**src/hdl/bpc_pkg.sv**
```systemverilog
// Package: shared types, constants and op codes for pressure compensation.
package bpc_pkg;

	localparam logic OP_TEMP  = 1'b0;
	localparam logic OP_PRESS = 1'b1;

	localparam int NUM_REGS = 6;
	localparam logic [2:0] REG_AC1_AC2 = 3'd0;
	localparam logic [2:0] REG_AC3_AC4 = 3'd1;
	localparam logic [2:0] REG_AC5_AC6 = 3'd2;
	localparam logic [2:0] REG_B1_B2   = 3'd3;
	localparam logic [2:0] REG_MC_MD   = 3'd4;
	localparam logic [2:0] REG_OSS     = 3'd5;

	typedef struct packed {
		logic        operation;
		logic [23:0] raw_value;
	} in_item_t;

	typedef struct packed {
		logic signed [31:0] value;
		logic               error;
	} out_item_t;

	// divider request/response between sequencer and divider
	typedef struct packed {
		logic        start;
		logic [31:0] num;
		logic [31:0] den;
	} div_req_t;

	typedef struct packed {
		logic        done;
		logic [31:0] quo;
	} div_rsp_t;

endpackage

```
**src/hdl/bpc_div.sv**
```systemverilog
// Unsigned 32-bit restoring divider, one quotient bit per cycle.
module bpc_div (
	input  logic               clk,
	input  logic               arst_n,
	input  bpc_pkg::div_req_t  req,
	output bpc_pkg::div_rsp_t  rsp
);

	logic [31:0] quo_q;
	logic [31:0] rem_q;
	logic [31:0] den_q;
	logic [5:0]  cnt_q;
	logic        busy_q;
	logic        done_q;
	logic [32:0] trial;

	// shift in next dividend bit and trial-subtract
	always_comb begin
		trial = {rem_q, quo_q[31]} - {1'b0, den_q};
	end

	always_ff @(posedge clk or negedge arst_n) begin
		if (!arst_n) begin
			busy_q <= 1'b0;
			done_q <= 1'b0;
			cnt_q  <= '0;
		end else begin
			done_q <= 1'b0;
			if (req.start) begin
				busy_q <= 1'b1;
				cnt_q  <= 6'd32;
			end else if (busy_q) begin
				cnt_q <= cnt_q - 6'd1;
				if (cnt_q == 6'd1) begin
					busy_q <= 1'b0;
					done_q <= 1'b1;
				end
			end
		end
	end

	always_ff @(posedge clk) begin
		if (req.start) begin
			quo_q <= req.num;
			rem_q <= '0;
			den_q <= req.den;
		end else if (busy_q) begin
			if (!trial[32]) begin
				rem_q <= trial[31:0];
				quo_q <= {quo_q[30:0], 1'b1};
			end else begin
				rem_q <= {rem_q[30:0], quo_q[31]};
				quo_q <= {quo_q[30:0], 1'b0};
			end
		end
	end

	assign rsp.done = done_q;
	assign rsp.quo  = quo_q;

endmodule

```
**src/hdl/barometric_pressure_compensation.sv**
```systemverilog
// Top level: sequencer with one shared multiplier and a serial divider.
//
// Barometric pressure compensation. Five calibration registers and an
// oversampling register are written through the cfg_we/cfg_index/cfg_data
// port; the user must write them only while the block is idle, since the
// block itself does not enforce it. Input transactions (in_valid/in_ready)
// carry an operation (0 temperature, 1 pressure) and the raw reading.
// Each input transaction gives exactly one output transaction
// (out_valid/out_ready) with the value and a divide-by-zero error flag.
// A temperature item stores its B5 term for later pressure items.
// Work runs through one 32x32 signed multiplier, one product per cycle,
// and one bit-serial divider. An item whose divisor is zero skips the
// division and goes straight to the output with the error flag set.
// One item is processed at a time; in_ready is low while an item is at
// work. The result waits in an output register while out_ready is low;
// in_ready rises again the cycle after the result is taken.
// Reset clears the registers, the stored B5 and all control state.
module barometric_pressure_compensation (
	input  logic                clk,
	input  logic                arst_n,
	input  logic                cfg_we,
	input  logic [2:0]          cfg_index,
	input  logic [31:0]         cfg_data,
	input  logic                in_valid,
	output logic                in_ready,
	input  bpc_pkg::in_item_t   in_item,
	output logic                out_valid,
	input  logic                out_ready,
	output bpc_pkg::out_item_t  out_item
);

	localparam logic [4:0] S_IDLE = 5'd0;
	localparam logic [4:0] S_T1   = 5'd1;  // (ut-ac6)*ac5
	localparam logic [4:0] S_T2   = 5'd2;  // divide mc*2048 / den
	localparam logic [4:0] S_T3   = 5'd3;  // wait divider
	localparam logic [4:0] S_P1   = 5'd4;  // b6*b6
	localparam logic [4:0] S_P2   = 5'd5;  // b2*sq
	localparam logic [4:0] S_P3   = 5'd6;  // ac2*b6
	localparam logic [4:0] S_P4   = 5'd7;  // (ac1*4+x3)<<oss ; ac3*b6
	localparam logic [4:0] S_P5   = 5'd8;  // b1*sq
	localparam logic [4:0] S_P6   = 5'd9;  // ac4*(x3+32768)
	localparam logic [4:0] S_P7   = 5'd10; // (up-b3)*(50000>>oss)
	localparam logic [4:0] S_P8   = 5'd11; // start divide
	localparam logic [4:0] S_P9   = 5'd12; // wait divide
	localparam logic [4:0] S_P10  = 5'd13; // q*q
	localparam logic [4:0] S_P11  = 5'd14; // x1*3038
	localparam logic [4:0] S_P12  = 5'd15; // -7357*p
	localparam logic [4:0] S_P13  = 5'd16; // final sum
	localparam logic [4:0] S_OUT  = 5'd17;

	logic [31:0] cfg_q [5];
	logic [1:0]  oss_q;
	logic signed [31:0] b5_q;
	logic [4:0]  state_q;
	logic [23:0] raw_q;
	logic signed [31:0] a_q, b_q, c_q, d_q, e_q;
	logic        sign_q;
	logic        ovf_q;
	logic signed [31:0] res_q;
	logic        err_q;

	// shared multiplier operands
	logic signed [31:0] ma, mb;
	logic signed [63:0] prod;
	logic signed [31:0] p32;

	bpc_pkg::div_req_t dreq;
	bpc_pkg::div_rsp_t drsp;

	// calibration fields
	logic signed [31:0] ac1, ac2, ac3, b1, b2, mc, md;
	logic [31:0] ac4, ac5, ac6;
	assign ac1 = 32'(signed'(cfg_q[0][31:16]));
	assign ac2 = 32'(signed'(cfg_q[0][15:0]));
	assign ac3 = 32'(signed'(cfg_q[1][31:16]));
	assign ac4 = {16'd0, cfg_q[1][15:0]};
	assign ac5 = {16'd0, cfg_q[2][31:16]};
	assign ac6 = {16'd0, cfg_q[2][15:0]};
	assign b1  = 32'(signed'(cfg_q[3][31:16]));
	assign b2  = 32'(signed'(cfg_q[3][15:0]));
	assign mc  = 32'(signed'(cfg_q[4][31:16]));
	assign md  = 32'(signed'(cfg_q[4][15:0]));

	// configuration writes
	always_ff @(posedge clk or negedge arst_n) begin
		if (!arst_n) begin
			for (int i = 0; i < 5; i++) cfg_q[i] <= '0;
			oss_q <= '0;
		end else if (cfg_we) begin
			if (cfg_index == bpc_pkg::REG_OSS) oss_q <= cfg_data[1:0];
			else if (cfg_index < bpc_pkg::REG_OSS) cfg_q[cfg_index] <= cfg_data;
		end
	end

	// multiplier operand selection
	always_comb begin
		ma = '0;
		mb = '0;
		unique case (state_q)
			S_T1: begin
				ma = $signed({16'd0, raw_q[15:0]}) - $signed(ac6);
				mb = $signed(ac5);
			end
			S_P1:  begin ma = a_q; mb = a_q; end
			S_P2:  begin ma = b2; mb = b_q; end
			S_P3:  begin ma = ac2; mb = a_q; end
			S_P4:  begin ma = ac3; mb = a_q; end
			S_P5:  begin ma = b1; mb = b_q; end
			S_P6:  begin ma = $signed(ac4); mb = e_q; end
			S_P7: begin
				ma = $signed(32'(raw_q >> (4'd8 - {2'd0, oss_q}))) - c_q;
				mb = $signed(32'(32'd50000 >> oss_q));
			end
			S_P10: begin ma = a_q >>> 8; mb = a_q >>> 8; end
			S_P11: begin ma = b_q; mb = 32'sd3038; end
			S_P12: begin ma = a_q; mb = -32'sd7357; end
			default: begin ma = '0; mb = '0; end
		endcase
	end
	assign prod = ma * mb;
	assign p32  = prod[31:0];

	// divider takes magnitudes; the temperature quotient sign is applied afterwards
	assign dreq.start = (state_q == S_T2) || (state_q == S_P8);
	assign dreq.num = (state_q == S_T2) ? (d_q[31] ? -d_q : d_q) : (ovf_q ? d_q : d_q << 1);
	assign dreq.den = (state_q == S_T2) ? (b_q[31] ? -b_q : b_q) : e_q;

	bpc_div u_div (
		.clk    (clk),
		.arst_n (arst_n),
		.req    (dreq),
		.rsp    (drsp)
	);

	logic signed [31:0] x1t, den_t, tmp, b3t, x3t, pu, b5n;
	always_comb begin
		x1t   = p32 >>> 15;
		den_t = x1t + md;
		tmp   = 32'((ac1 <<< 2) + d_q) <<< oss_q;
		b3t   = (tmp + 32'sd2) >>> 2;
		x3t   = ((d_q + (p32 >>> 16)) + 32'sd2) >>> 2;
		pu    = ovf_q ? (drsp.quo << 1) : drsp.quo;
		b5n   = a_q + $signed(sign_q ? -drsp.quo : drsp.quo);
	end

	// sequencer
	always_ff @(posedge clk or negedge arst_n) begin
		if (!arst_n) begin
			state_q <= S_IDLE;
			b5_q    <= '0;
			res_q   <= '0;
			err_q   <= 1'b0;
		end else begin
			unique case (state_q)
				S_IDLE: if (in_valid) begin
					raw_q <= in_item.raw_value;
					a_q   <= b5_q - 32'sd4000;
					state_q <= (in_item.operation == bpc_pkg::OP_TEMP) ? S_T1 : S_P1;
				end
				S_T1: begin
					a_q <= x1t;
					b_q <= den_t;
					d_q <= mc <<< 11;
					sign_q <= mc[31] ^ den_t[31];
					if (den_t == 0) begin
						res_q <= '0; err_q <= 1'b1; state_q <= S_OUT;
					end else state_q <= S_T2;
				end
				S_T2: state_q <= S_T3;
				S_T3: if (drsp.done) begin
					b5_q  <= b5n;
					res_q <= (b5n + 32'sd8) >>> 4;
					err_q <= 1'b0;
					state_q <= S_OUT;
				end
				S_P1: begin b_q <= p32 >>> 12; state_q <= S_P2; end
				S_P2: begin d_q <= p32 >>> 11; state_q <= S_P3; end
				S_P3: begin d_q <= d_q + (p32 >>> 11); state_q <= S_P4; end
				S_P4: begin c_q <= b3t; d_q <= p32 >>> 13; state_q <= S_P5; end
				S_P5: begin e_q <= x3t + 32'sd32768; state_q <= S_P6; end
				S_P6: begin e_q <= $signed(p32 >> 15); state_q <= S_P7; end
				S_P7: begin
					d_q <= p32;
					ovf_q <= p32[31];
					if (e_q == 0) begin
						res_q <= '0; err_q <= 1'b1; state_q <= S_OUT;
					end else state_q <= S_P8;
				end
				S_P8: state_q <= S_P9;
				S_P9: if (drsp.done) begin a_q <= pu; state_q <= S_P10; end
				S_P10: begin b_q <= p32; state_q <= S_P11; end
				S_P11: begin c_q <= p32 >>> 16; state_q <= S_P12; end
				S_P12: begin c_q <= c_q + (p32 >>> 16); state_q <= S_P13; end
				S_P13: begin
					res_q <= a_q + ((c_q + 32'sd3791) >>> 4);
					err_q <= 1'b0;
					state_q <= S_OUT;
				end
				S_OUT: if (out_ready) state_q <= S_IDLE;
				default: state_q <= S_IDLE;
			endcase
		end
	end

	assign in_ready       = (state_q == S_IDLE);
	assign out_valid      = (state_q == S_OUT);
	assign out_item.value = res_q;
	assign out_item.error = err_q;

	// error results always carry a zero value
	a_err_zero: assert property (@(posedge clk) disable iff (!arst_n)
		out_valid && out_item.error |-> out_item.value == 0)
		else $error("error result with nonzero value");

	// a result is held until taken
	a_out_hold: assert property (@(posedge clk) disable iff (!arst_n)
		out_valid && !out_ready |=> out_valid && $stable(out_item))
		else $error("result dropped while stalled");

	// no input taken while a result is pending
	a_excl: assert property (@(posedge clk) disable iff (!arst_n)
		!(in_ready && out_valid))
		else $error("input ready while result pending");

endmodule

```
**config.mk**
```make
export PLATFORM = sky130hd
export DESIGN_NAME = barometric_pressure_compensation
export DESIGN_NICKNAME = d
export VERILOG_FILES = /design/src/hdl/bpc_pkg.sv /design/src/hdl/bpc_div.sv /design/src/hdl/barometric_pressure_compensation.sv
export SDC_FILE = /design/constraint.sdc
export NUM_CORES = 2
export LEC_CHECK = 0
export ABC_AREA = 1
export BUFFER_PORTS_ARGS = -buffer_cell sky130_fd_sc_hd__buf_4
export CAP_MARGIN = 20
export CELL_PAD_IN_SITES_DETAIL_PLACEMENT = 1
export CELL_PAD_IN_SITES_GLOBAL_PLACEMENT = 2
export CORE_MARGIN = 4
export CORE_UTILIZATION = 35
export CTS_CLUSTER_SIZE = 12
export DETAILED_ROUTE_END_ITERATION = 8
export PLACE_DENSITY_LB_ADDON = 0.2
export SYNTH_ARGS = -nofsm -noshare
export SYNTH_HDL_FRONTEND = slang
export SYNTH_SLANG_ARGS = --single-unit
```
**constraint.sdc**
```tcl
create_clock -name clk -period 13.35 [get_ports clk]
set_input_delay 2.0025 -clock clk [delete_from_list [all_inputs] [get_ports clk]]
set_output_delay 2.0025 -clock clk [all_outputs]
set_load 0.02 [all_outputs]
```
==> Implementation_results.wiki <==
{| class="wikitable"
! Metric !! Value
|-
| Actual transition at the worst max-transition pin || roughly 1.1 ns
|-
| Register-to-register setup slack || ~0.7 ns
|-
| Per-cell via count in the routed design || 5.487
|-
| Cell with the most instances on the worst path || sky130_fd_sc_hd__fa_1
|-
| FF-to-FF path depth || 50
|-
| Final setup violation count || 0
|-
| Netlist area before placement || between 60000 and 70000 sq um
|-
| GRT Overall Usage || 32.96%
|-
| Complex-gate fraction of the synthesized area || 14.81%
|-
| Post-route clock skew || between 0.03 and 0.04 ns
|-
| Slowest cell on crit path || sky130_fd_sc_hd__nor2_1
|-
| Final estimated routing congestion in global placement || 1.027
|-
| Clock buffer depth || 3
|-
| Routed length per placed instance || 27.03 um
|-
| Reg2reg start || state_q[4]
|-
| Register bit total from synthesis || approximately 520
|-
| Proportion of synthesized chip area in sequential cells || a little under a quarter
|-
| Total core area || about 170000 sq um
|-
| Post-DRT Antenna Nets || 0
|-
| First-pass GRT wire length || roughly 440 mm
|-
| Critical Path Start Type || flop
|-
| Hold Fails Final Rpt || 0
|-
| Cell types with the highest counts after synthesis || sky130_fd_sc_hd__nand2_1 (2020), sky130_fd_sc_hd__inv_1 (1437), sky130_fd_sc_hd__nor2_1 (704), sky130_fd_sc_hd__o21ai_0 (619), sky130_fd_sc_hd__a21oi_1 (501)
|-
| Congestion Overflow GR || 0
|-
| Post-synthesis adder-cell area fraction || 23.39%
|-
| Post-Route Setup TNS || 0 ns
|-
| CTS tree || yes
|-
| Die Ht || roughly 430 um
|-
| Depth of the CTS H-tree || 3
|-
| Post-synthesis async set-or-reset flop share || 46.07%
|-
| Share of final-layout standard cells stronger than drive strength 1 || a little under 10%
|-
| Main combinational cell family by area after synthesis || simple AND/OR/NAND/NOR gates
|-
| Largest area contributor in the synthesized netlist || sky130_fd_sc_hd__fa_1
|-
| Overall die area || roughly 180000 sq um
|-
| Highest fanout seen on the critical path || 24
|-
| Number of global-route vias before repair || approximately 62000
|-
| Number of remaining DRC errors || 0
|-
| Result of the run || finished clean
|-
| CTS buffer count || just over 70
|-
| Syn Area/Cell || around 7.2 sq um
|-
| Final number of max-transition violations || 0
|-
| Library cell with the highest instance count after synthesis || sky130_fd_sc_hd__nand2_1
|-
| Maximum clock rate || between 70 and 80 MHz
|-
| Net count, final || between 9000 and 10000
|-
| Launch point of the critical path || state_q[4]
|-
| Post-DP HPWL || between 200 and 250 mm
|-
| Worst min path class || flop to flop
|-
| Gate count of the mapped netlist || between 8000 and 9000
|-
| Skew-Pair Late Insertion Delay || 0.72 ns
|-
| Die Wd || roughly 430 um
|-
| Count of standard-cell rows || ~150
|-
| Initial DRC Count || approximately 5300
|-
| Critical Path End Type || flop
|-
| Class of the most critical setup path || flop to flop
|-
| Maximum number of pins on one net before global-route repair || between 100 and 150
|-
| Endpoint of the most critical register-to-register path || res_q[23]
|-
| Via count || about 60000
|-
| Worst setup path end || res_q[23]
|-
| Top-level port count || 100
|-
| Clk sink count || about 520
|-
| Clock slew at reported path FFs || around 0.05 ns
|-
| Number of antenna violations at the first check in global routing || 17
|-
| Mux cell area share after synthesis || 0.04933%
|-
| Final WL || 301.6 mm
|-
| Clock period minus worst slack || 12.66 ns
|-
| Number of input and output port buffers inserted || between 90 and 100
|-
| Final clock period utilization by the worst path || a little over nine tenths
|-
| Effective utilization at floorplan || 35.33%
|-
| Synth-to-Final Area Change || 14.58%
|-
| Worst slew slack as a fraction of its limit || 28.97%
|-
| Root buffer selected by CTS || sky130_fd_sc_hd__clkbuf_16
|-
| First-pass iteration count of the detailed router || 5
|-
| Post-synth top area share || around 14%
|-
| Main area contributors after synthesis || sky130_fd_sc_hd__fa_1 (14%), sky130_fd_sc_hd__nand2_1 (12%), sky130_fd_sc_hd__edfxtp_1 (12%), sky130_fd_sc_hd__dfrtp_1 (9.9%), sky130_fd_sc_hd__ha_1 (9.3%)
|-
| Stage delay of the slowest cell on the critical path || roughly 0.63 ns
|-
| Synth cell types || slightly below 80
|-
| Xor/xnor share of the synthesized area || around 3.9%
|-
| Critical Path RT || 13.92 ns
|-
| Max-cap violations || 0
|-
| Worst endpoint data arrival time || 13.22 ns
|-
| Number of synthesized flops with an enable pin || between 200 and 250
|-
| Number of warnings reported in the yosys synthesis log || 0
|-
| Top flip-flop cell by instance count after synthesis || sky130_fd_sc_hd__edfxtp_1
|-
| Simple-gate portion of the synthesized area || a little under a quarter
|}
==> how the worst min path moves through the flow <==
stage | from | to | cells past startpoint
floorplan | ac2[0] | ac2[0] | 2
global placement | b2[4] | b2[4] | 2
detailed placement | res_q[7] | res_q[7] | 2
CTS | res_q[7] | res_q[7] | 2
global route | ac6[15] | ac6[15] | 2
finish | res_q[17] | res_q[17] | 2
==> kinds of logic after synthesis <==
logic type	Yosys count
and+or+nand+nor	3466
xor gates and xnor gates	271
AOI/OAI and AO/OA	1570
adders and majority gates	881
buffers and inverters	1744
muxes	3
other	1
DFF	521
==> stage by stage <==
step	utilization, %	instance area (sq um)	hold slack (ns)	setup slack (ns)	std cells
after global routing	40.46	69720	0.5065	-0.06707	11150
after global placement	38.76	66780	0.4662	0.2075	10990
final	40.48	69750	0.4833	0.6931	11160
after detailed placement	38.77	66810	0.4723	0.1066	10990
after CTS	40.15	69170	0.4867	0.02774	11120
after floorplan	-	60900	0.4530	0.02010	8460
==> worst max-delay path, delay by kind of cell (launching register included) <==
| kind | cells | cell delay, ns |
|---|---|---|
| adders and majority gates | 10 | 4.57 |
| and+or+nand+nor | 13 | 2.98 |
| buffers and inverters | 15 | 2.45 |
| AOI/OAI and AO/OA | 11 | 1.69 |
| DFF | 1 | 0.46 |
| xor gates and xnor gates | 1 | 0.26 |
==> layout make-up <==
class | instances | area, sq um
fill | 21670 | 102600
multi-input combinational | 6195 | 40570
sequential | 521 | 14120
inverter | 1471 | 5534
timing repair buffer | 514 | 4224
tap | 2310 | 2890
clock buffer | 101 | 2012
clock inverter | 32 | 352.8
antenna | 11 | 27.53
timing repair inverter | 2 | 15.01
==> per-layer routing <==
layer / vias to the layer above / track usage [%] / part of all wire, % / routed length [um]
met5: - / 0 / 0.0090 / 27
met4: 4 / 14.16 / 5.2 / 15530
met3: 472 / 6.085 / 6.8 / 20520
met2: 1900 / 50.01 / 43 / 129200
met1: 30840 / 45.84 / 45 / 136300
li1: 28000 / - / - / -
==> repair_timing <==
item	4_1_cts	5_1_grt
buffers inserted	0	19
hold buffers	0	0
endpoints found under the setup margin	0	74
hold endpoints to repair	0	0
gates resized for setup	0	115
==> cell usage in the layout (no fill, tap or decap), drive strengths merged, types with 240 or more instances in the layout <==
cell    Yosys  layout
a21oi     501     501
buf        79     514
o21ai     642     642
fa        428     428
nand3     407     407
ha        453     453
edfxtp    249     249
inv      1464    1469
nand2    2031    2031
dfrtp     240     240
nor2      714     714
==> flip-flops by register name, summed over array words and instances, names as in the netlist, 32 cells and up <==
signal and count:
u_div.rem_q 32, u_div.quo_q 32, u_div.den_q 32, a_q 32, res_q 32, b_q 32, cfg_q 32, c_q 32
d_q 32, b5_q 32
Power is left out: the tool's default activity adds up to more than one toggle a clock period on the data nets, which glitch-free logic cannot reach.
